## src/hdl/dit_ram.sv

```systemverilog
`timescale 1ns / 1ps
// ----------------------------------------------------------------------------
// Generic single-port-write RAM
// One write port and one read port with registered read data.
// ----------------------------------------------------------------------------
module dit_ram #(
  parameter int unsigned Width = 8,
  parameter int unsigned Depth = 16
) (
  input  logic                                      clk,
  input  logic                                      wr_en,
  input  logic [((Depth > 1) ? $clog2(Depth) : 1)-1:0] wr_addr,
  input  logic [Width-1:0]                          wr_data,
  input  logic [((Depth > 1) ? $clog2(Depth) : 1)-1:0] rd_addr,
  output logic [Width-1:0]                          rd_data
);

  logic [Width-1:0] mem [Depth];

  always_ff @(posedge clk) begin
    if (wr_en) begin
      mem[wr_addr] <= wr_data;
    end
    rd_data <= mem[rd_addr];
  end

endmodule

```

## config.mk

```make
export PLATFORM = sky130hd
export DESIGN_NAME = dit_ram
export DESIGN_NICKNAME = d
export VERILOG_FILES = /design/src/hdl/dit_ram.sv
export SDC_FILE = /design/constraint.sdc
export NUM_CORES = 1
export LEC_CHECK = 0
export BUFFER_PORTS_ARGS = -buffer_cell sky130_fd_sc_hd__buf_2
export CAP_MARGIN = 20
export CORE_ASPECT_RATIO = 1.1
export CORE_MARGIN = 2
export CORE_UTILIZATION = 49
export CTS_BUF_LIST = sky130_fd_sc_hd__clkbuf_2
export CTS_CLUSTER_DIAMETER = 120
export DETAILED_ROUTE_END_ITERATION = 16
export MAX_ROUTING_LAYER = met4
export PLACE_DENSITY = 0.77
export REMOVE_ABC_BUFFERS = 1
export SETUP_SLACK_MARGIN = 0.2
export SLEW_MARGIN = 25
export SYNTH_ARGS = -nofsm -noshare
export SYNTH_HDL_FRONTEND = slang
export SYNTH_SLANG_ARGS = --single-unit
```

## constraint.sdc

```tcl
create_clock -name clk -period 2.3 [get_ports clk]
set_input_delay 0.115 -clock clk [delete_from_list [all_inputs] [get_ports clk]]
set_output_delay 0.115 -clock clk [all_outputs]
set_load 0.01 [all_outputs]
```

# [Word-level counts from Yosys, hierarchy flattened]
# Memory sizes are Yosys's and may differ from the RTL's. A register that Yosys moved wholly into a read port is not among the register bits.
# Cells that the tools add are included.
# Widths: inputs -> output; s select.
[classes] mux=2
[op_table] op="$mux 1" count=2
[word_totals] reg_bits=0 mem_bits_rw=128 in_bits=18 out_inout_bits=8 word_cells=3 memories=1
[mem_list] memory="mem" depth=16 width=8 read_ports=1 rd_ports_with_merged_regs=1 write_ports=1 line_no="18" source="logic [Width-1:0] mem [Depth];"

# [Longest topological paths before layout]
# Gate-level depths: netlist (run 1).
[logic_depth] depth_word=2 mapped_depth=5 depth_no_buf=3

# [Worst setup path after synthesis (run 1)]
# Ideal clock, no wire load.
[synth_path] kind="input-to-reg" from="input port wr_addr[2] (netlist name)" to="memory mem[0][0], enable pin" setup_ns=0.383 t_arrival_ns=1.225 required_time_ns=1.917 slack_ns=0.692 cell_stages=2 path_buffers=0 cell_sequence="or3b_2 -> nor3_1"
[synth_rtl] element="start: declaration" line_no="12" source="input logic [((Depth > 1) ? $clog2(Depth) : 1)-1:0] wr_addr,"
[synth_rtl] element="end: declaration" line_no="18"
# Straight into the memory's write port.

# [Worst setup path after layout (run 1)]
[layout_path] from="input port wr_addr[2] (netlist name)" to="memory mem[1][5], enable pin"
# Straight into the memory's write port.

==> results.sh, run 1 <==
export IMPL_cts_max_level=4
export IMPL_setup_tns_ps=0
export IMPL_cp_required_ps=2690
export IMPL_fin_crit_ps=1980
export IMPL_status="finished, final reports clean"
export IMPL_fin_crit_sh_pct=86.2
export IMPL_cts_tree="done"
export IMPL_routedWlPerCell_um=21.2
export IMPL_wl_met1_um=4110
export IMPL_end_kind="flip-flop"
export IMPL_slowest_delay_ps=580
export IMPL_track_usage_pct=19.1
export IMPL_fin_worst_skew_ps=18.1
export IMPL_slew_viol_final=0
export IMPL_crit_fanout=5
export IMPL_clk_latency_ps=650
export IMPL_placementRows=39
export IMPL_setup_slack_ps=318
export IMPL_multiInputGateArea_sq_um=1060
export IMPL_p_int_uw=3500
export IMPL_gp_congestion=0.750
export IMPL_cts_root_buffer="clkbuf_2"
export IMPL_dieWidth_um=102
export IMPL_io_buffers=25
export IMPL_clkPwrFrac_pct=32.0
export IMPL_num_vias=2537
export IMPL_dr_wl_met3_um=702
export IMPL_overflow=0
export IMPL_wl_met2_um=4650
export IMPL_drt_iter0_markers=198
export IMPL_seq_power_share_pct=61.8
export IMPL_layout_nets=315
export IMPL_yosysWarnings=0
export IMPL_preCtsSetupSlack_ps=600
export IMPL_initial_core_util_pct=50.0
export IMPL_wl_um=9590
export IMPL_synth_area_per_cell_sq_um=22.5
export IMPL_dieArea_sq_um=11300
export IMPL_drv_cap=0
export IMPL_timing_worst_setup_path_type="in -> reg"
export IMPL_slew_headroom_pct=51.3
export IMPL_drive_gt1_share_pct=30.0
export IMPL_antenna_found_initial=0
export IMPL_grt_pass1_wl_um=14600
export IMPL_fp_dieH_um=111
export IMPL_swShare_pct=22.3
export IMPL_crit_buf_inv=4
export IMPL_grt_max_degree=33
export IMPL_first_pass_iters=5
export IMPL_max_freq_mhz=505
export IMPL_ant_nets=0
export IMPL_numCtsBuffers=17
export IMPL_ioPinCount=26
export IMPL_cts_clk_slew_worst_paths_ps=190
export IMPL_seq_area_frac_synth_pct=77.8
export IMPL_regArea_sq_um=4000
export IMPL_crit_slowest_cell="dlygate4sd3_1"
export IMPL_grt_setup_unrepaired="false"
export IMPL_final_hold_viol_count=0
export IMPL_ctsResizeCount=0
export IMPL_min_path_type="in -> reg"
export IMPL_power_frac_comb_pct=6.2
export IMPL_cts_sinks=136
export IMPL_p_sw_uw=1010
export IMPL_post_route_drc_count=0
export IMPL_final_cell_mix="128 x edfxtp_1, 25 x buf_2, 19 x clkbuf_2"
export IMPL_power_density_nw_per_um2=759
export IMPL_maxUsedRoutingLayer="met4"
export IMPL_worst_setup_path_start_kind="input port"
export IMPL_fillCellCount=758
export IMPL_worst_slew_pin_slew_ps=730
export IMPL_setup_viol=0
export IMPL_hpwl_um=6100
export IMPL_p_leak_uw=0.00200
export IMPL_synth_cells=229
export IMPL_area_growth_pct=15.3
export IMPL_crit_family="buffers and inverters"
export IMPL_syn_area_sq_um=5150
export IMPL_n_antenna_cell=0
export IMPL_ir_worst_vdd_v=0.000321
export IMPL_synth_seq_cells=136
export IMPL_worst_path_most_repeated_cell="dlygate4sd3_1"
export IMPL_cts_buffer_depth=2
export IMPL_synth_distinct_cells=19
export IMPL_vias_per_cell=5.60
export IMPL_worstPathCellList="dlygate4sd3_1 -> buf_2 -> or3b_2 -> dlygate4sd3_1 -> nor2_1 -> buf_4"
export IMPL_grt_pass1_vias=2546
export IMPL_coreArea_sq_um=10300
export IMPL_final_common_cell="edfxtp_1"
export IMPL_cp_arrival_ps=2370
## path summary, 6_finish.rpt
kind	from	to	slack (ps)	cells past startpoint
worst min-delay path	rd_addr[1]	rd_data[7]	100	4
worst min register to register	mem[15][7]	rd_data[7]	680	3
worst max-delay path	wr_addr[2]	mem[1][5]	320	6
worst max register to register	mem[9][5]	rd_data[5]	930	3
## synthesized netlist by cell type
cell | count | share of area [%]
buf_2 | 3 | 0.29
or3b_2 | 1 | 0.17
nand3_1 | 1 | 0.097
and2_1 | 1 | 0.12
mux4_2 | 18 | 7.9
nor3_1 | 4 | 0.39
buf_6 | 3 | 0.66
nand2b_1 | 2 | 0.24
and2b_1 | 1 | 0.15
nor2b_1 | 1 | 0.12
buf_4 | 1 | 0.15
dfxtp_1 | 8 | 3.1
edfxtp_1 | 128 | 75
a22oi_1 | 16 | 2.3
clkdlybuf4s25_2 | 3 | 0.58
nor2_1 | 13 | 0.95
mux4_1 | 14 | 7.1
nand3b_1 | 2 | 0.29
nand2_1 | 9 | 0.66
## area by class of cell
cell class	count	area share (%)
Sequential cell	136	67.5
Multi-Input combinational cell	83	17.8
Tap cell	143	3.01
Clock inverter	13	2.61
Clock buffer	19	1.60
Timing Repair Buffer	59	7.50
## worst register-to-register path, stage by stage, from the launching register on
cell      delay (ps)
edfxtp_1         410
mux4_1           520
a22oi_1          250
nand2_1           90
## metrics by stage
| step | std cells | cell area (sq um) | utilization [%] | hold WS (ps) | power (uW) |
|---|---|---|---|---|---|
| after detailed placement | 405 | 5530 | 53.7 | 510 | 3100 |
| after CTS | 452 | 5930 | 57.6 | 6.89 | 4530 |
| after global placement | 405 | 5530 | 53.7 | 502 | 3090 |
| after global routing | 453 | 5940 | 57.6 | 67.5 | 4670 |
| after floorplan | 219 | 5060 | - | 214 | 2950 |
| final | 453 | 5940 | 57.6 | 104 | 4500 |
## kinds of logic (layout without fill, tap and decap cells)
group,Yosys count,count (layout),synth area share [%]
compound gates,16,16,2.33
buf+inv,10,91,1.68
flops,136,136,77.8
mux,32,32,15.0
simple gates,35,35,3.18
## timing repair
item,CTS,global route
setup buffers,0,0
endpoints found under the hold margin,141,1
hold buffers,15,1
## flip-flops by register name, indices dropped and copies added (netlist names)
register	count
rd_data	8
mem	128
## routing by layer
layer | up-vias | global-route usage (%)
met3 | 15 | 4.77
li1 | 1110 | -
met1 | 1297 | 27.1
met4 | 0 | 6.58
met5 | - | -
met2 | 115 | 27.3
## power groups by stage
| stage | Sequential (uW) | Clock, uW | Combinational, uW |
|---|---|---|---|
| 3_3_place_gp | 2840 | 0 | 252 |
| 3_5_place_dp | 2840 | 0 | 260 |
| 2_1_floorplan | 2840 | 0 | 111 |
| 4_1_cts | 2780 | 1470 | 280 |
| 6_report | 2780 | 1440 | 277 |
| 5_1_grt | 2790 | 1580 | 301 |
(Power assumes the default switching activity.)
==> inputs of run 2 (changes only) <==
--- a/config.mk
+++ b/config.mk
@@ -14,7 +14,7 @@
 export CTS_CLUSTER_DIAMETER = 120
 export DETAILED_ROUTE_END_ITERATION = 16
 export MAX_ROUTING_LAYER = met4
-export PLACE_DENSITY = 0.77
+export PLACE_DENSITY = 0.73
 export REMOVE_ABC_BUFFERS = 1
 export SETUP_SLACK_MARGIN = 0.2
 export SLEW_MARGIN = 25
==> results.sh, run 2 (synthesis results as in run 1) <==
export IMPL_status="finished, final reports clean"
export IMPL_crit_slowest_cell="dlygate4sd3_1"
export IMPL_fillCellCount=784
export IMPL_grt_setup_unrepaired="false"
export IMPL_initial_core_util_pct=50.0
export IMPL_final_hold_viol_count=0
export IMPL_p_leak_uw=0.00200
export IMPL_drv_cap=0
export IMPL_rrSetupSlack_ps=920
export IMPL_first_pass_iters=5
export IMPL_area_growth_pct=14.6
export IMPL_vias_per_cell=5.50
export IMPL_worst_setup_path_start_kind="input port"
export IMPL_top_regs="mem x128, rd_data x8"
export IMPL_crit_buf_inv=4
export IMPL_num_vias=2480
export IMPL_setup_tns_ps=0
export IMPL_coreArea_sq_um=10300
export IMPL_post_route_drc_count=0
export IMPL_grt_pass1_wl_um=15000
export IMPL_dieArea_sq_um=11300
export IMPL_drt_iter0_markers=258
export IMPL_worst_slew_pin_slew_ps=726
export IMPL_cts_clk_slew_worst_paths_ps=180
export IMPL_power_density_nw_per_um2=751
export IMPL_ioPinCount=26
export IMPL_track_usage_pct=19.6
export IMPL_preCtsSetupSlack_ps=612
export IMPL_slowest_delay_ps=590
export IMPL_fin_worst_skew_ps=29.7
export IMPL_io_buffers=25
export IMPL_fin_crit_sh_pct=90.1
export IMPL_setup_slack_ps=229
export IMPL_busiest_layer="met2"
export IMPL_grt_met1_usage_pct=25.6
export IMPL_wl_um=9710
export IMPL_setup_viol=0
export IMPL_cts_sinks=136
export IMPL_slew_viol_final=0
export IMPL_antenna_found_initial=0
export IMPL_hp_start="wr_addr[2]"
export IMPL_hold_buffers=14
export IMPL_crit_fanout=5
export IMPL_ant_nets=0
export IMPL_cts_tree="done"
export IMPL_grt_pass1_vias=2661
export IMPL_crit_family="buffers and inverters"
export IMPL_final_common_cell="edfxtp_1"
export IMPL_hpwl_um=6320
export IMPL_layout_nets=313
export IMPL_cts_buffer_depth=2
export IMPL_grt_max_degree=33
export IMPL_gp_congestion=0.787
export IMPL_placementRows=39
export IMPL_cts_root_buffer="clkbuf_2"
export IMPL_cts_setup_buffers=0
export IMPL_routedWlPerCell_um=21.5
export IMPL_met2_usage_pct=29.1
export IMPL_largest_register="mem"
export IMPL_overflow=0
export IMPL_n_antenna_cell=0
export IMPL_fp_dieH_um=111
export IMPL_worstPathCellList="dlygate4sd3_1 -> buf_2 -> or3b_2 -> dlygate4sd3_1 -> nor2_1 -> buf_4"
export IMPL_ctsResizeCount=0
export IMPL_largest_register_ffs=128
export IMPL_crit_reg2reg_launch="mem[10][1]"
export IMPL_max_freq_mhz=483
export IMPL_final_cell_mix="128 x edfxtp_1, 25 x buf_2, 20 x clkbuf_2"
export IMPL_timing_worst_setup_path_type="in -> reg"
export IMPL_clk_latency_ps=640
export IMPL_cp_startpoint="wr_addr[3]"
export IMPL_slew_headroom_pct=51.4
export IMPL_total_power_uw=4430
export IMPL_worst_path_most_repeated_cell="dlygate4sd3_1"
export IMPL_dieWidth_um=102
export IMPL_fin_crit_ps=2070
export IMPL_cts_max_level=4
export IMPL_end_kind="flip-flop"
export IMPL_numCtsBuffers=17
export IMPL_cp_arrival_ps=2420
export IMPL_min_path_type="in -> reg"
export IMPL_cp_required_ps=2650
export IMPL_grt_use_met3_pct=6.59
export IMPL_ir_worst_vdd_v=0.000451
export IMPL_drive_gt1_share_pct=29.2
==> run 2: cell types whose count changed in the layout (fill, tap and decap cells not counted), sizes merged <==
cell         before  now
clkbuf           19   20
clkinv            5    8
clkinvlp          5    1
dlygate4sd3      16   14
==> run 2: final cells by class <==
class                           instances  area, sq um  share of cell area (%)
Sequential cell                       136         4000                    67.9
Multi-Input combinational cell         83         1060                    17.9
Timing Repair Buffer                   57          425                    7.21
Tap cell                              143          179                    3.03
Clock inverter                         12          133                    2.25
Clock buffer                           20          100                    1.70
==> run 2: path summary, 6_finish.rpt <==
check	to	cells after the start
setup / recovery	mem[1][4]	6
hold / removal	mem[2][3]	3
setup reg to reg	rd_data[1]	3
hold reg to reg	rd_data[4]	3
==> run 2: power breakdown <==
group | switching (uW) | internal, uW | leakage, uW
sequential | 20.7 | 2770 | 0.00122
combinational | 151 | 125 | 0.000632
clock | 769 | 597 | 0.000148
==> run 2: per-stage QoR <==
stage | utilization (%) | std cells | area, sq um | hold slack [ps]
3_5_place_dp | 53.7 | 405 | 5530 | 507
5_1_grt | 57.3 | 451 | 5900 | 19.7
4_1_cts | 57.3 | 451 | 5900 | 13.0
6_report | 57.3 | 451 | 5900 | 99.3
3_3_place_gp | 53.7 | 405 | 5530 | 498
2_1_floorplan | - | 219 | 5060 | 214
==> run 2: worst reg2reg max path: stages, from the launching register on <==
cell	delay, ps
edfxtp_1	400
mux4_1	510
a22oi_1	290
nand2_1	70
==> run 2: layer usage <==
layer / part of all wire [%] / vias to the layer above
met5: 0 / -
met4: 1.4 / 0
met3: 7.2 / 13
met2: 50 / 103
met1: 42 / 1256
li1: - / 1108
