==> src/hdl/dit_pkg.sv <==
`timescale 1ns / 1ps
// ----------------------------------------------------------------------------
// Device ID table package
// Shared widths, request codes, defaults and the result status structure.
// ----------------------------------------------------------------------------
package dit_pkg;

  localparam int unsigned DefTableEntries = 128;

  localparam int unsigned IdWidth    = 64;
  localparam int unsigned StampWidth = 32;
  localparam int unsigned ReqWidth   = 2;

  localparam logic [StampWidth-1:0] ExpireReset = 32'd60;

  typedef enum logic [ReqWidth-1:0] {
    REQ_LOOKUP = 2'd0,
    REQ_ADD    = 2'd1,
    REQ_SWEEP  = 2'd2
  } req_code_t;

  typedef struct packed {
    logic valid;
    logic found;
    logic add_failed;
  } result_t;

endpackage

==> src/hdl/dit_engine.sv <==
`timescale 1ns / 1ps
// ----------------------------------------------------------------------------
// Device ID table scan engine
// Clears the identifier store after reset, then scans both memories one
// entry per cycle for each request, writing back adds and expirations.
// ----------------------------------------------------------------------------
module dit_engine #(
  parameter int unsigned TableEntries = dit_pkg::DefTableEntries,
  localparam int unsigned Aw = (TableEntries > 1) ? $clog2(TableEntries) : 1
) (
  input  logic                              clk,
  input  logic                              rst,
  input  logic                              start,
  input  logic [dit_pkg::ReqWidth-1:0]      req_type,
  input  logic [dit_pkg::IdWidth-1:0]       dev_id,
  input  logic [dit_pkg::StampWidth-1:0]    now,
  input  logic [dit_pkg::StampWidth-1:0]    expiry_limit,
  output logic                              idle,
  output logic [Aw-1:0]                     rd_addr,
  input  logic [dit_pkg::IdWidth-1:0]       rd_id,
  input  logic [dit_pkg::StampWidth-1:0]    rd_stamp,
  output logic                              id_we,
  output logic                              stamp_we,
  output logic [Aw-1:0]                     wr_addr,
  output logic [dit_pkg::IdWidth-1:0]       wr_id,
  output logic [dit_pkg::StampWidth-1:0]    wr_stamp,
  output dit_pkg::result_t                  result,
  input  logic                              result_take
);

  typedef enum logic [3:0] {
    ST_CLEAR  = 4'b0001,
    ST_IDLE   = 4'b0010,
    ST_SCAN   = 4'b0100,
    ST_RESULT = 4'b1000
  } state_t;

  localparam logic [Aw:0] EntriesCnt = (Aw + 1)'(TableEntries);
  localparam logic [Aw:0] LastCnt    = (Aw + 1)'(TableEntries - 1);

  state_t                          state;
  logic [Aw:0]                     cnt;
  logic                            p_valid;
  logic [Aw-1:0]                   p_addr;
  logic [dit_pkg::ReqWidth-1:0]    req_q;
  logic [dit_pkg::IdWidth-1:0]     id_q;
  logic [dit_pkg::StampWidth-1:0]  now_q;
  logic                            placed;
  logic                            found_acc;

  logic                            cnt_lt_n;
  logic                            entry_used;
  logic [dit_pkg::StampWidth-1:0]  age;
  logic                            expired;
  logic                            id_hit;
  logic                            free_hit;
  logic                            is_lookup;
  logic                            is_add;
  logic                            is_sweep;

  assign cnt_lt_n   = (cnt < EntriesCnt);
  assign rd_addr    = cnt[Aw-1:0];
  assign entry_used = (rd_id != '0);
  assign age        = now_q - rd_stamp;
  assign expired    = entry_used && (age >= expiry_limit);
  assign id_hit     = p_valid && (rd_id == id_q);
  assign free_hit   = p_valid && !entry_used && !placed;
  assign is_lookup  = (req_q == dit_pkg::REQ_LOOKUP);
  assign is_add     = (req_q == dit_pkg::REQ_ADD);
  assign is_sweep   = (req_q == dit_pkg::REQ_SWEEP);

  assign idle              = (state == ST_IDLE);
  assign result.valid      = (state == ST_RESULT);
  assign result.found      = is_lookup && found_acc;
  assign result.add_failed = is_add && !placed;

  always_comb begin
    id_we    = 1'b0;
    stamp_we = 1'b0;
    wr_addr  = p_addr;
    wr_id    = '0;
    wr_stamp = now_q;
    unique case (state)
      ST_CLEAR: begin
        id_we   = 1'b1;
        wr_addr = cnt[Aw-1:0];
      end
      ST_SCAN: begin
        if (is_add && free_hit) begin
          id_we    = 1'b1;
          stamp_we = 1'b1;
          wr_id    = id_q;
        end else if (is_sweep && p_valid && expired) begin
          id_we = 1'b1;
        end
      end
      default: begin
      end
    endcase
  end

  always_ff @(posedge clk) begin
    if (rst) begin
      state     <= ST_CLEAR;
      cnt       <= '0;
      p_valid   <= 1'b0;
      placed    <= 1'b0;
      found_acc <= 1'b0;
    end else begin
      unique case (state)
        ST_CLEAR: begin
          if (cnt == LastCnt) begin
            state <= ST_IDLE;
            cnt   <= '0;
          end else begin
            cnt <= cnt + 1'b1;
          end
        end
        ST_IDLE: begin
          if (start) begin
            state     <= ST_SCAN;
            cnt       <= '0;
            placed    <= 1'b0;
            found_acc <= 1'b0;
          end
        end
        ST_SCAN: begin
          p_valid <= cnt_lt_n;
          if (cnt_lt_n) begin
            cnt <= cnt + 1'b1;
          end else begin
            state <= ST_RESULT;
          end
          if (id_hit) begin
            found_acc <= 1'b1;
          end
          if (is_add && free_hit) begin
            placed <= 1'b1;
          end
        end
        ST_RESULT: begin
          if (result_take) begin
            state <= ST_IDLE;
          end
        end
        default: begin
          state <= ST_CLEAR;
        end
      endcase
    end
  end

  always_ff @(posedge clk) begin
    p_addr <= cnt[Aw-1:0];
    if (idle && start) begin
      req_q <= req_type;
      id_q  <= dev_id;
      now_q <= now;
    end
  end

endmodule

==> config.mk <==
export PLATFORM = sky130hd
export DESIGN_NAME = dit_engine
export DESIGN_NICKNAME = d
export VERILOG_FILES = /design/src/hdl/dit_pkg.sv /design/src/hdl/dit_engine.sv
export SDC_FILE = /design/constraint.sdc
export NUM_CORES = 1
export LEC_CHECK = 0
export BUFFER_PORTS_ARGS = -buffer_cell sky130_fd_sc_hd__buf_4
export CAP_MARGIN = 20
export CORE_MARGIN = 1.5
export CORE_UTILIZATION = 44
export DETAILED_ROUTE_END_ITERATION = 10
export PLACE_DENSITY = 0.86
export REMOVE_ABC_BUFFERS = 1
export SETUP_SLACK_MARGIN = 0.2
export SKIP_LAST_GASP = 1
export SLEW_MARGIN = 5
export SYNTH_ARGS = -nofsm -noshare
export SYNTH_HDL_FRONTEND = slang
export SYNTH_SLANG_ARGS = --single-unit
==> constraint.sdc <==
create_clock -name clk -period 4.35 [get_ports clk]
set_clock_uncertainty 0.1 [all_clocks]
set_input_delay 0.435 -clock clk [delete_from_list [all_inputs] [get_ports clk]]
set_output_delay 0.435 -clock clk [all_outputs]
set_load 0.03 [all_outputs]
# Word-level counts from Yosys, hierarchy flattened
# Cells that the tools add are included.
op_classes:
  eq_ne: 15
  n_lt_le_gt_ge: 2
  add_sub_neg: 2
  mux: 22
  reduce_logical: 20
ops:
  columns: ["cell", "n"]
  rows:
  - ["$mux 64", 2]
  - ["$eq 64x64->1", 1]
  - ["$reduce_bool 64->1", 1]
  - ["$ge 32x32->1", 1]
  - ["$sub 32x32->32", 1]
  - ["$mux 8", 3]
  - ["$pmux 8 s3", 1]
  - ["$mux 4", 4]
  - ["$pmux 4 s4", 1]
  - ["$ne 2x2->1 const B", 6]
  - ["$logic_and 1x1->1", 10]
  - ["$reduce_and 3->1", 3]
  - ["$add 8x1->8 const B", 1]
  - ["$eq 8x7->1 const B", 1]
  - ["$lt 8x8->1 const B", 1]
  - ["$mux 1", 7]
  - ["$mux 7", 1]
  - ["$pmux 1 s2", 3]
  - ["$eq 4x1->1 const B", 1]
  - ["$eq 4x2->1 const B", 1]
  - ["$eq 4x3->1 const B", 1]
  - ["$eq 4x4->1 const B", 1]
  - ["$reduce_and 4->1", 1]
  - ["$reduce_bool 3->1", 1]
  - ["other kinds (6)", 7]
word_totals:
  output_inout_bits: 116
  register_bits: 120
  word_cells: 70

# Depth between registers and ports, before layout
# Gate-level depths: netlist (run 1).
logic_depth:
  depth_word: 7
  ltp_mapped: 19
  ltp_nobuf: 19

# Worst setup path before layout (run 1)
# No wires, ideal clock.
synth_path:
  path_kind: "register to output"
  startpoint: "reg now_q (netlist bit wr_stamp[0])"
  endpoint: "out id_we"
  path_stages_with_launch: 20
  path_buffers: 0
  t_arrival_ns: 4.105
  t_required_ns: 3.815
  path_slack_ns: -0.290
  path_cell_list: "edfxtp_1 -> inv_1 -> ha_1 -> inv_1 -> fa_1 -> a211oi_2 -> o21ai_2 -> a21o_1 -> a21o_4 -> a311oi_2 -> or4_1 -> o2111ai_1 -> ha_1 -> nand4_1 -> nor2_1 -> a21oi_1 -> o211ai_1 -> a2111oi_0 -> o31ai_1 -> a311o_1"
synth_via:
  elab_chain_cells: 7
synth_rtl:
  columns: ["element", "line", "text"]
  rows:
  - ["start: declaration", "dit_engine.sv:47", "logic [dit_pkg::StampWidth-1:0] now_q;"]
  - ["start signal: assignment", "dit_engine.sv:158", "now_q <= now;"]
  - ["$sub 32x32->32", "dit_engine.sv:64", "assign age = now_q - rd_stamp;"]
  - ["$ge 32x32->1", "dit_engine.sv:65", "assign expired = entry_used && (age >= expiry_limit);"]
  - ["$logic_and 1x1->1", "dit_engine.sv:65", null]
  - ["$logic_and 1x1->1", "dit_engine.sv:93", "end else if (is_sweep && p_valid && expired) begin"]
  - ["$mux 1", "dit_engine.sv:93", null]
  - ["$mux 1", "dit_engine.sv:89", "if (is_add && free_hit) begin"]
  - ["$pmux 1 s2", "dit_engine.sv:83", "unique case (state)"]
  - ["end: declaration", "dit_engine.sv:22", "output logic id_we,"]
# Every way passes these cells.

# Worst setup path in the final report (run 1)
# Ends and elaborated chain as after synthesis.

==> results of run 1 <==
## layer usage
| metal | part of all wire, % | vias to the layer above | GRT usage, % |
|---|---|---|---|
| li1 | - | 3588 | - |
| met1 | 36 | 3576 | 30.2 |
| met2 | 52 | 370 | 52.0 |
| met3 | 6.2 | 97 | 5.41 |
| met4 | 5.4 | 0 | 17.3 |
| met5 | 0 | - | 0 |
## final timing paths
path	slack (ns)	endpoint	cells after the start
min	0.08	id_q[2]	1
min reg2reg	0.32	p_addr[2]	0
max reg2reg	1.80	id_q[31]	3
max	-0.86	id_we	19
## area by class of cell
class	instances	area (um2)
fillers	1301	5570
clock inverters	13	144
multi-input cells	540	4040
well taps	225	282
inverters	80	300
repair buffers	419	3150
clock buffers	19	433
flip-flops and latches	120	3380
## logic make-up (layout without fill, tap and decap cells)
| group | count (synthesis) | count (layout) | synth area share (%) |
|---|---|---|---|
| fa+ha+maj | 65 | 65 | 10.5 |
| compound gates | 148 | 148 | 13.3 |
| xor+xnor | 84 | 84 | 9.44 |
| mux | 7 | 7 | 1.01 |
| buf+inv | 98 | 531 | 5.17 |
| simple gates | 236 | 236 | 17.1 |
| flops | 120 | 120 | 43.4 |
## synth_stat cells (7+ instances only)
master / count
o21ai_0: 20
nand2_1: 27
ha_1: 64
nand4_1: 16
inv_1: 80
buf_4: 8
dfxtp_1: 22
a21o_1: 13
nand3_1: 8
o21a_1: 7
a21oi_1: 35
nand2b_1: 10
xnor2_1: 29
xor2_1: 55
edfxtp_1: 98
mux2_2: 7
and2_1: 65
nor2_1: 44
a211oi_1: 11
nor4_1: 30
## timing repair
action	4_1_cts	5_1_grt
setup endpoints to repair	1	1
resized for setup	2	4
pin swaps	5	0
buffers inserted	1	0
## worst register-to-register path, delay by kind of cell (launching register included)
family,cells,cell delay (ns)
simple gates,2,1.29
buf+inv,1,0.46
flops,1,0.39
## metrics by stage
stage | power (mW) | hold WS (ns)
floorplan | 1.51 | 0.335
detailed placement | 1.80 | 0.321
global route | 3.30 | 0.0689
CTS | 3.20 | 0.0739
global placement | 1.78 | 0.315
finish | 3.19 | 0.0840
## flip-flops by register name, summed over array words and instances, names as in the netlist
name / flops
state: 4
placed: 1
wr_stamp: 32
p_addr: 7
p_valid: 1
found_acc: 1
req_q: 2
id_q: 64
cnt: 8
## power groups by stage
stage	clock network [mW]	registers [mW]	logic [mW]
floorplan	0	1.28	0.232
global route	1.46	1.25	0.587
detailed placement	0	1.27	0.526
CTS	1.42	1.25	0.530
finish	1.40	1.25	0.541
global placement	0	1.27	0.508
==> results.yml, run 1 <==
sta:
  drv_slew: 0
  fin_crit_ns: 5.21
  fin_crit_sh_pct: 120
  max_freq_mhz: 192
  setup_tns_ns: -0.859
  finalSetupViolations: 1
  setup_slack_ns: -0.859
  rsz0062_at_grt: "yes"
  worst_pin_slew_ns: 0.873
  relSlewSlack_pct: 41.8
  finalHoldViolCount: 0
worst_hold_path:
  worstHoldStart: "dev_id[2]"
  hp-class: "in2reg"
placed_design:
  hpwl_um: 22200
  gp_congestion: 0.944
  pre_cts_ws_ns: -0.570
  postPlaceCellArea_um2: 11100
  port_buffers: 345
  dp.cells: 1383
routing:
  drcViolationCount: 0
  drtIter0Drc: 535
  wl_um: 27100
  wire_per_inst_um: 19.1
  via_count: 7631
  viasPerCell: 5.39
  drtAntennaViolNets: 0
  drt_pass1_iterations: 8
cts:
  cts_made_buffers: 17
  cts_htree_levels: 4
  cts_hold_buf: 0
  clkSlewWorstSetupHoldPaths_ns: 0.06
  cts_tree: "yes"
  cts_buffer_depth: 2
  clock_latency_ns: 0.42
  clockRootBuffer: "clkbuf_16"
  clock-sinks: 120
global_routing:
  antenna_found_initial: 0
  grt_max_degree: 63
  grt_first_pass_wirelength_um: 39300
  grt_pass1_vias: 7610
  grt_overflow: 0
  grtUsageTotal_pct: 28.5
power:
  clkPwrFrac_pct: 44.0
  power.internal_mw: 2.39
  comb_power_share_pct: 16.9
  powerDensity_nw_per_um2: 272
  seqPwrFrac_pct: 39.1
  p_leak_nw: 5.46
  swShare_pct: 25.1
  vdd_drop_max_mv: 0.247
  switching_power_mw: 0.801
synth:
  yosysTopAreaCellShare_pct: 37.7
  synth_top_area_cell: "edfxtp_1"
  ys_ff_latch: 120
  synth_flop_cell: "edfxtp_1"
  synth.area.top_cells: "edfxtp_1, ha_1, xor2_1"
  synth_edf_count: 98
  syn_area_um2: 7800
  synth_cells: 758
  syn_avg_cell_area_um2: 10.3
  ys_seq_area_share_pct: 43.4
  async_flop_share_pct: 0
  yosysUniqueCellTypes: 64
  yosysWarningCount: 0
layout:
  antenna_cells: 0
  stdcell_count: 1416
  layout.nets: 1473
  final_cell_mix: "buf_4, edfxtp_1, inv_1, and2_1, ha_1"
  final_area_um2: 11700
  layout_commonest_cell: "buf_4"
  syn2layout_area_growth_pct: 50.4
  layout-drive-gt1-share_pct: 39.8
  fin_util_pct: 67.8
die:
  die_h_um: 136
  die-area_um2: 18500
  die_w_um: 136
  coreArea_um2: 17300
  start_util_pct: 45.1
  rows: 48
  pin_count: 346
worst_setup_path:
  cp_top_family: "compound AO/OA/AOI/OAI gates"
  critPathRequiredTime_ns: 3.82
  cp.arrival_ns: 4.67
  worstSetupEndpointType: "output port"
  cp-start-kind: "flop"
  critical_path_class: "reg2out"
  crit_path_max_fanout: 4
  r2r-start: "state[3]"
  crit_buf_inv: 4
  cpMaxStageDelayCell: "edfxtp_1"
  path_cells: "inv_1 -> ha_2 -> inv_1 -> fa_2 -> a211oi_4 -> o21ai_2 -> a21o_1 -> a21o_4 -> a311oi_2 -> or4_1 -> o2111ai_1 -> ha_1 -> nor2b_1 -> o21ai_0 -> o211ai_1 -> buf_4 -> a31o_2 -> a311o_1 -> buf_4"
  setup.worst_path.start: "wr_stamp[0]"
  slowest_delay_ns: 0.39
run_status:
  outcome: "finished, violations left"
  violations: "setup timing"
run:
  drv_cap: 0
Note: power is estimated with default switching activity, not from simulation.
==> run 2: changes to the inputs <==
Settings changed: CORE_AREA set to 2 2 133 135, CORE_MARGIN 1.5 to not set, CORE_UTILIZATION 44 to not set, DIE_AREA set to 0 0 135 137.
Clock period 4.35 ns to 6.1 ns, I/O delays scaled along.
==> run 2 against run 1 <==
  * The flow now finishes without violations
  * First-iteration DRC count down 17%
  * Utilization shrank 2.0 points
  * Register-to-register slack improved by 1.5 ns
  * Wire length shrank 4.2%
  * Hold slack improved by 0.18 ns
  * Critical endpoint unchanged
  * Cell area is 4.4% lower
  * Sequential cell count stayed put
  * Sequential share of layout area increased by 1.3 points
  * Critical path type unchanged
  * Final cell count fell by 5.1%
  * Clock power down 25%
  * Via count fell by 4.9%
==> results.yml, run 2 (same netlist as run 1, synthesis figures left out) <==
run_status:
  outcome: "finished, final reports clean"
layout:
  register_area_um2: 3380
  layout_commonest_cell: "buf_4"
  fill_cells: 1342
  top_register: "id_q"
  syn2layout_area_growth_pct: 43.8
  multi_input_area_um2: 4030
  antenna_cells: 0
  final_cell_mix: "buf_4, edfxtp_1, inv_1, and2_1, ha_1"
  layout-drive-gt1-share_pct: 35.6
  layout.nets: 1401
  final_area_um2: 11200
  largest_reg_flops: 64
routing:
  wire_per_inst_um: 19.3
  drtAntennaViolNets: 0
  viasPerCell: 5.40
  drtIter0Drc: 444
  via_count: 7259
  drcViolationCount: 0
  drt_pass1_iterations: 5
  wl_um: 25900
sta:
  drv_slew: 0
  fin_crit_sh_pct: 90.7
  setup_tns_ns: 0
  finalHoldViolCount: 0
  worst_pin_slew_ns: 1.04
  rsz0062_at_grt: "no"
  finalSetupViolations: 0
  relSlewSlack_pct: 30.7
  max_freq_mhz: 181
  fin_crit_ns: 5.53
die:
  die_h_um: 137
  die-area_um2: 18500
  die_w_um: 135
  coreArea_um2: 17100
  start_util_pct: 45.7
  rows: 48
  pin_count: 346
global_routing:
  grtUsageTotal_pct: 27.3
  grt_max_degree: 68
  grt_first_pass_wirelength_um: 37700
  antenna_found_initial: 1
  grt_overflow: 0
  grt_pass1_vias: 7270
cts:
  cts_made_buffers: 17
  cts_htree_levels: 4
  cts_tree: "yes"
  clock_latency_ns: 0.42
  clock-sinks: 120
  cts_buffer_depth: 2
  clkSlewWorstSetupHoldPaths_ns: 0.06
  clockRootBuffer: "clkbuf_16"
  post_cts_buffers: 0
  cts_hold_buf: 0
placed_design:
  hpwl_um: 21100
  gp_congestion: 0.915
  postPlaceCellArea_um2: 10600
  port_buffers: 345
worst_setup_path:
  critPathRequiredTime_ns: 5.39
  rrSetupSlack_ns: 3.30
  worstSetupEndpointType: "output port"
  critical_path_class: "reg2out"
  crit_path_max_fanout: 7
  cp.arrival_ns: 4.82
  cp-start-kind: "flop"
power:
  powerDensity_nw_per_um2: 204
  p_leak_nw: 5.13
  vdd_drop_max_mv: 0.207
run:
  drv_cap: 0
worst_hold_path:
  hp-class: "in2reg"
-- run 2: routing by layer --
metal,share of wire [%],GRT usage [%]
met2,54,50.9
met1,35,28.2
met3,6.2,6.07
met5,0.046,0
met4,5.0,15.2
-- run 2: final cells by class --
type / instances / share of cell area [%]
clock buffer: 19 / 3.86
sequential: 120 / 30.2
timing repair buffer: 347 / 23.2
inverter: 80 / 2.68
clock inverter: 13 / 1.60
multi-input combinational: 540 / 36.0
tap: 225 / 2.51
-- run 2: metrics by stage --
step / std cells / worst slack [ns] / util, % / hold WS [ns] / power, mW
6_report: 1344 / 0.569 / 65.7 / 0.265 / 2.29
3_5_place_dp: 1312 / 0.660 / 62.1 / 0.310 / 1.25
3_3_place_gp: 1312 / 0.748 / 62.1 / 0.303 / 1.24
5_1_grt: 1344 / 0.235 / 65.7 / 0.247 / 2.37
4_1_cts: 1344 / 0.442 / 65.6 / 0.252 / 2.29
2_1_floorplan: 740 / 1.28 / - / 0.335 / 1.08
-- run 2: worst paths after layout --
path / startpoint / to / depth (start not counted)
worst min-delay path: dev_id[4] / id_q[4] / 1
worst max-delay path: wr_stamp[0] / id_we / 20
worst min register to register: cnt[3] / p_addr[3] / 0
worst max register to register: state[3] / wr_stamp[31] / 3
-- run 2: what timing repair did --
item,4_1_cts,5_1_grt
setup endpoints to repair,0,1
resized for setup,0,3
endpoints found under the hold margin,0,0
-- run 2: where the power goes --
part	internal [mW]	switching [mW]	leakage, nW
Sequential	0.888	0.00300	1.06
Clock	0.681	0.367	0.292
Combinational	0.190	0.161	3.78
Total	1.76	0.531	5.13
-- run 2: worst max-delay path, cell delays in order (launching register included) --
cell and delay (ns):
edfxtp_1 0.38, inv_1 0.07, ha_1 0.16, inv_1 0.06
fa_1 0.42, a211oi_2 0.26, o21ai_2 0.13, a21o_1 0.21
a21o_4 0.26, a311oi_4 0.31, or4_1 0.17, o2111ai_1 0.11
ha_1 0.30, nand4_1 0.10, nor2_1 0.07, a21oi_1 0.13
o211ai_1 0.15, a2111oi_2 0.40, o31ai_1 0.20, a311o_1 0.34
buf_4 0.17
==> run 3: changes to the inputs <==
Settings changed: CORE_AREA 2 2 133 135 to 2 2 135 137, DIE_AREA 0 0 135 137 to 0 0 137 139, PLACE_DENSITY 0.86 to 0.84, RECOVER_POWER set to 100.
Clock period 6.1 ns to 5.1 ns, I/O delays scaled along.
==> run 3 against run 2 <==
  * Clock power up 11%
  * Power is 16% higher
  * The flow now finishes with violations (capacitance limit, slew limit, setup timing)
  * Highest routed layer is now met4
  * Sequential cell count stayed put
  * Largest cell class unchanged
  * Register-to-register slack got worse by 2.3 ns
  * Combinational power rose by 18%
  * Critical path type unchanged
  * Critical path depth fell by 2
  * Die area increased by 3.0%
==> results.yml, run 3 (same netlist as run 1, synthesis figures left out) <==
global_routing:
  grtUsageTotal_pct: 26.5
  grt_max_degree: 67
  grt_first_pass_wirelength_um: 38200
  grt_overflow: 0
  antenna_found_initial: 0
  grt_pass1_vias: 7211
cts:
  cts_hold_buf: 0
  cts_made_buffers: 17
  cts_tree: "yes"
  clockRootBuffer: "clkbuf_16"
  clock_latency_ns: 0.41
  cts_buffer_depth: 2
  cts_htree_levels: 4
  clkSlewWorstSetupHoldPaths_ns: 0.06
  clock-sinks: 120
sta:
  fin_crit_sh_pct: 100
  max_freq_mhz: 196
  setup_tns_ns: -0.00609
  worst_pin_slew_ns: 1.66
  fin_hold_ws_ns: 0.188
  finalHoldViolCount: 0
  finalSetupViolations: 1
  rsz0062_at_grt: "yes"
  drv_slew: 67
  relSlewSlack_pct: -10.9
  fin_crit_ns: 5.11
  setup_slack_ns: -0.00609
worst_setup_path:
  worstSetupEndpointType: "output port"
  critical_path_class: "reg2out"
  cp.arrival_ns: 4.50
  cp-start-kind: "flop"
  critPathRequiredTime_ns: 4.49
  rrSetupSlack_ns: 0.99
  crit_path_max_fanout: 3
die:
  die-area_um2: 19000
  start_util_pct: 44.2
  pin_count: 346
  die_h_um: 139
  coreArea_um2: 17700
  die_w_um: 137
  rows: 49
worst_hold_path:
  hp-class: "in2reg"
layout:
  layout_commonest_cell: "buf_4"
  stdcell_count: 1355
  layout.nets: 1408
  syn2layout_area_growth_pct: 40.5
  antenna_cells: 0
  fin_util_pct: 62.1
  final_cell_mix: "buf_4, edfxtp_1, clkbuf_4, inv_1, clkbuf_1"
  final_area_um2: 11000
  largest_reg_flops: 64
  top_register: "id_q"
  layout-drive-gt1-share_pct: 30.2
placed_design:
  gp_congestion: 0.946
  dp.cells: 1321
  pre_cts_ws_ns: -0.0665
  postPlaceCellArea_um2: 10600
  hpwl_um: 20700
  port_buffers: 345
routing:
  drcViolationCount: 0
  viasPerCell: 5.35
  via_count: 7247
  drt_pass1_iterations: 5
  wire_per_inst_um: 18.7
  drtIter0Drc: 384
  wl_um: 25400
  drtAntennaViolNets: 0
power:
  swShare_pct: 25.7
  finalPower_mw: 2.65
  clkPwrFrac_pct: 44.1
  seqPwrFrac_pct: 40.3
  switching_power_mw: 0.680
  vdd_drop_max_mv: 0.230
  power.internal_mw: 1.97
  comb_power_share_pct: 15.6
  powerDensity_nw_per_um2: 241
  p_leak_nw: 4.80
run:
  drv_cap: 1
run_status:
  violations: "capacitance limit, slew limit, setup timing"
  outcome: "finished, violations left"
-- run 3: area by class of cell --
| type | count | area [um2] |
|---|---|---|
| clock buffer | 18 | 429 |
| clock inverter | 14 | 140 |
| fill | 1515 | 6700 |
| inverter | 80 | 300 |
| multi-input combinational | 540 | 4030 |
| sequential | 120 | 3380 |
| tap | 229 | 287 |
| timing repair buffer | 354 | 2390 |
-- run 3: routing by layer --
metal	wire length, um	up-vias	part of all wire (%)	GRT usage, %
met5	0	-	0	0
met4	1080	0	4.3	13.1
met3	1730	63	6.8	6.69
met2	13400	302	53	47.1
met1	9200	3416	36	28.9
li1	-	3466	-	-
-- run 3: final timing paths --
kind	to	start	cells past startpoint
worst max-delay path	id_we	wr_stamp[1]	18
worst min register to register	p_addr[2]	cnt[2]	0
worst min-delay path	id_q[32]	dev_id[32]	1
worst max register to register	id_q[36]	state[3]	3
-- run 3: what timing repair did --
| item | 4_1_cts | 5_1_grt |
|---|---|---|
| gates resized for setup | 4 | 5 |
| setup endpoints to repair | 1 | 1 |
| setup buffers | 1 | 1 |
| pin swaps | 5 | 1 |
-- run 3: critical path: stages (launching register included) --
cell and delay (ns):
edfxtp_1 0.44, ha_1 0.29, nor2b_1 0.15, o2111a_1 0.25, o211ai_1 0.32, buf_4 0.18
a21oi_2 0.07, o21bai_1 0.23, o21ai_1 0.10, xor2_1 0.16, ha_1 0.30, a21o_1 0.18
a21o_1 0.18, a21oi_1 0.17, o211ai_1 0.13, a2111oi_2 0.22, o31ai_1 0.18, a311o_1 0.34
buf_4 0.17
-- run 3: power groups by stage --
stage / sequential [mW] / combinational (mW) / clock, mW
after floorplan: 1.09 / 0.198 / 0
after global placement: 1.09 / 0.402 / 0
after detailed placement: 1.09 / 0.411 / 0
after CTS: 1.07 / 0.416 / 1.19
after global routing: 1.07 / 0.456 / 1.23
final: 1.07 / 0.413 / 1.17
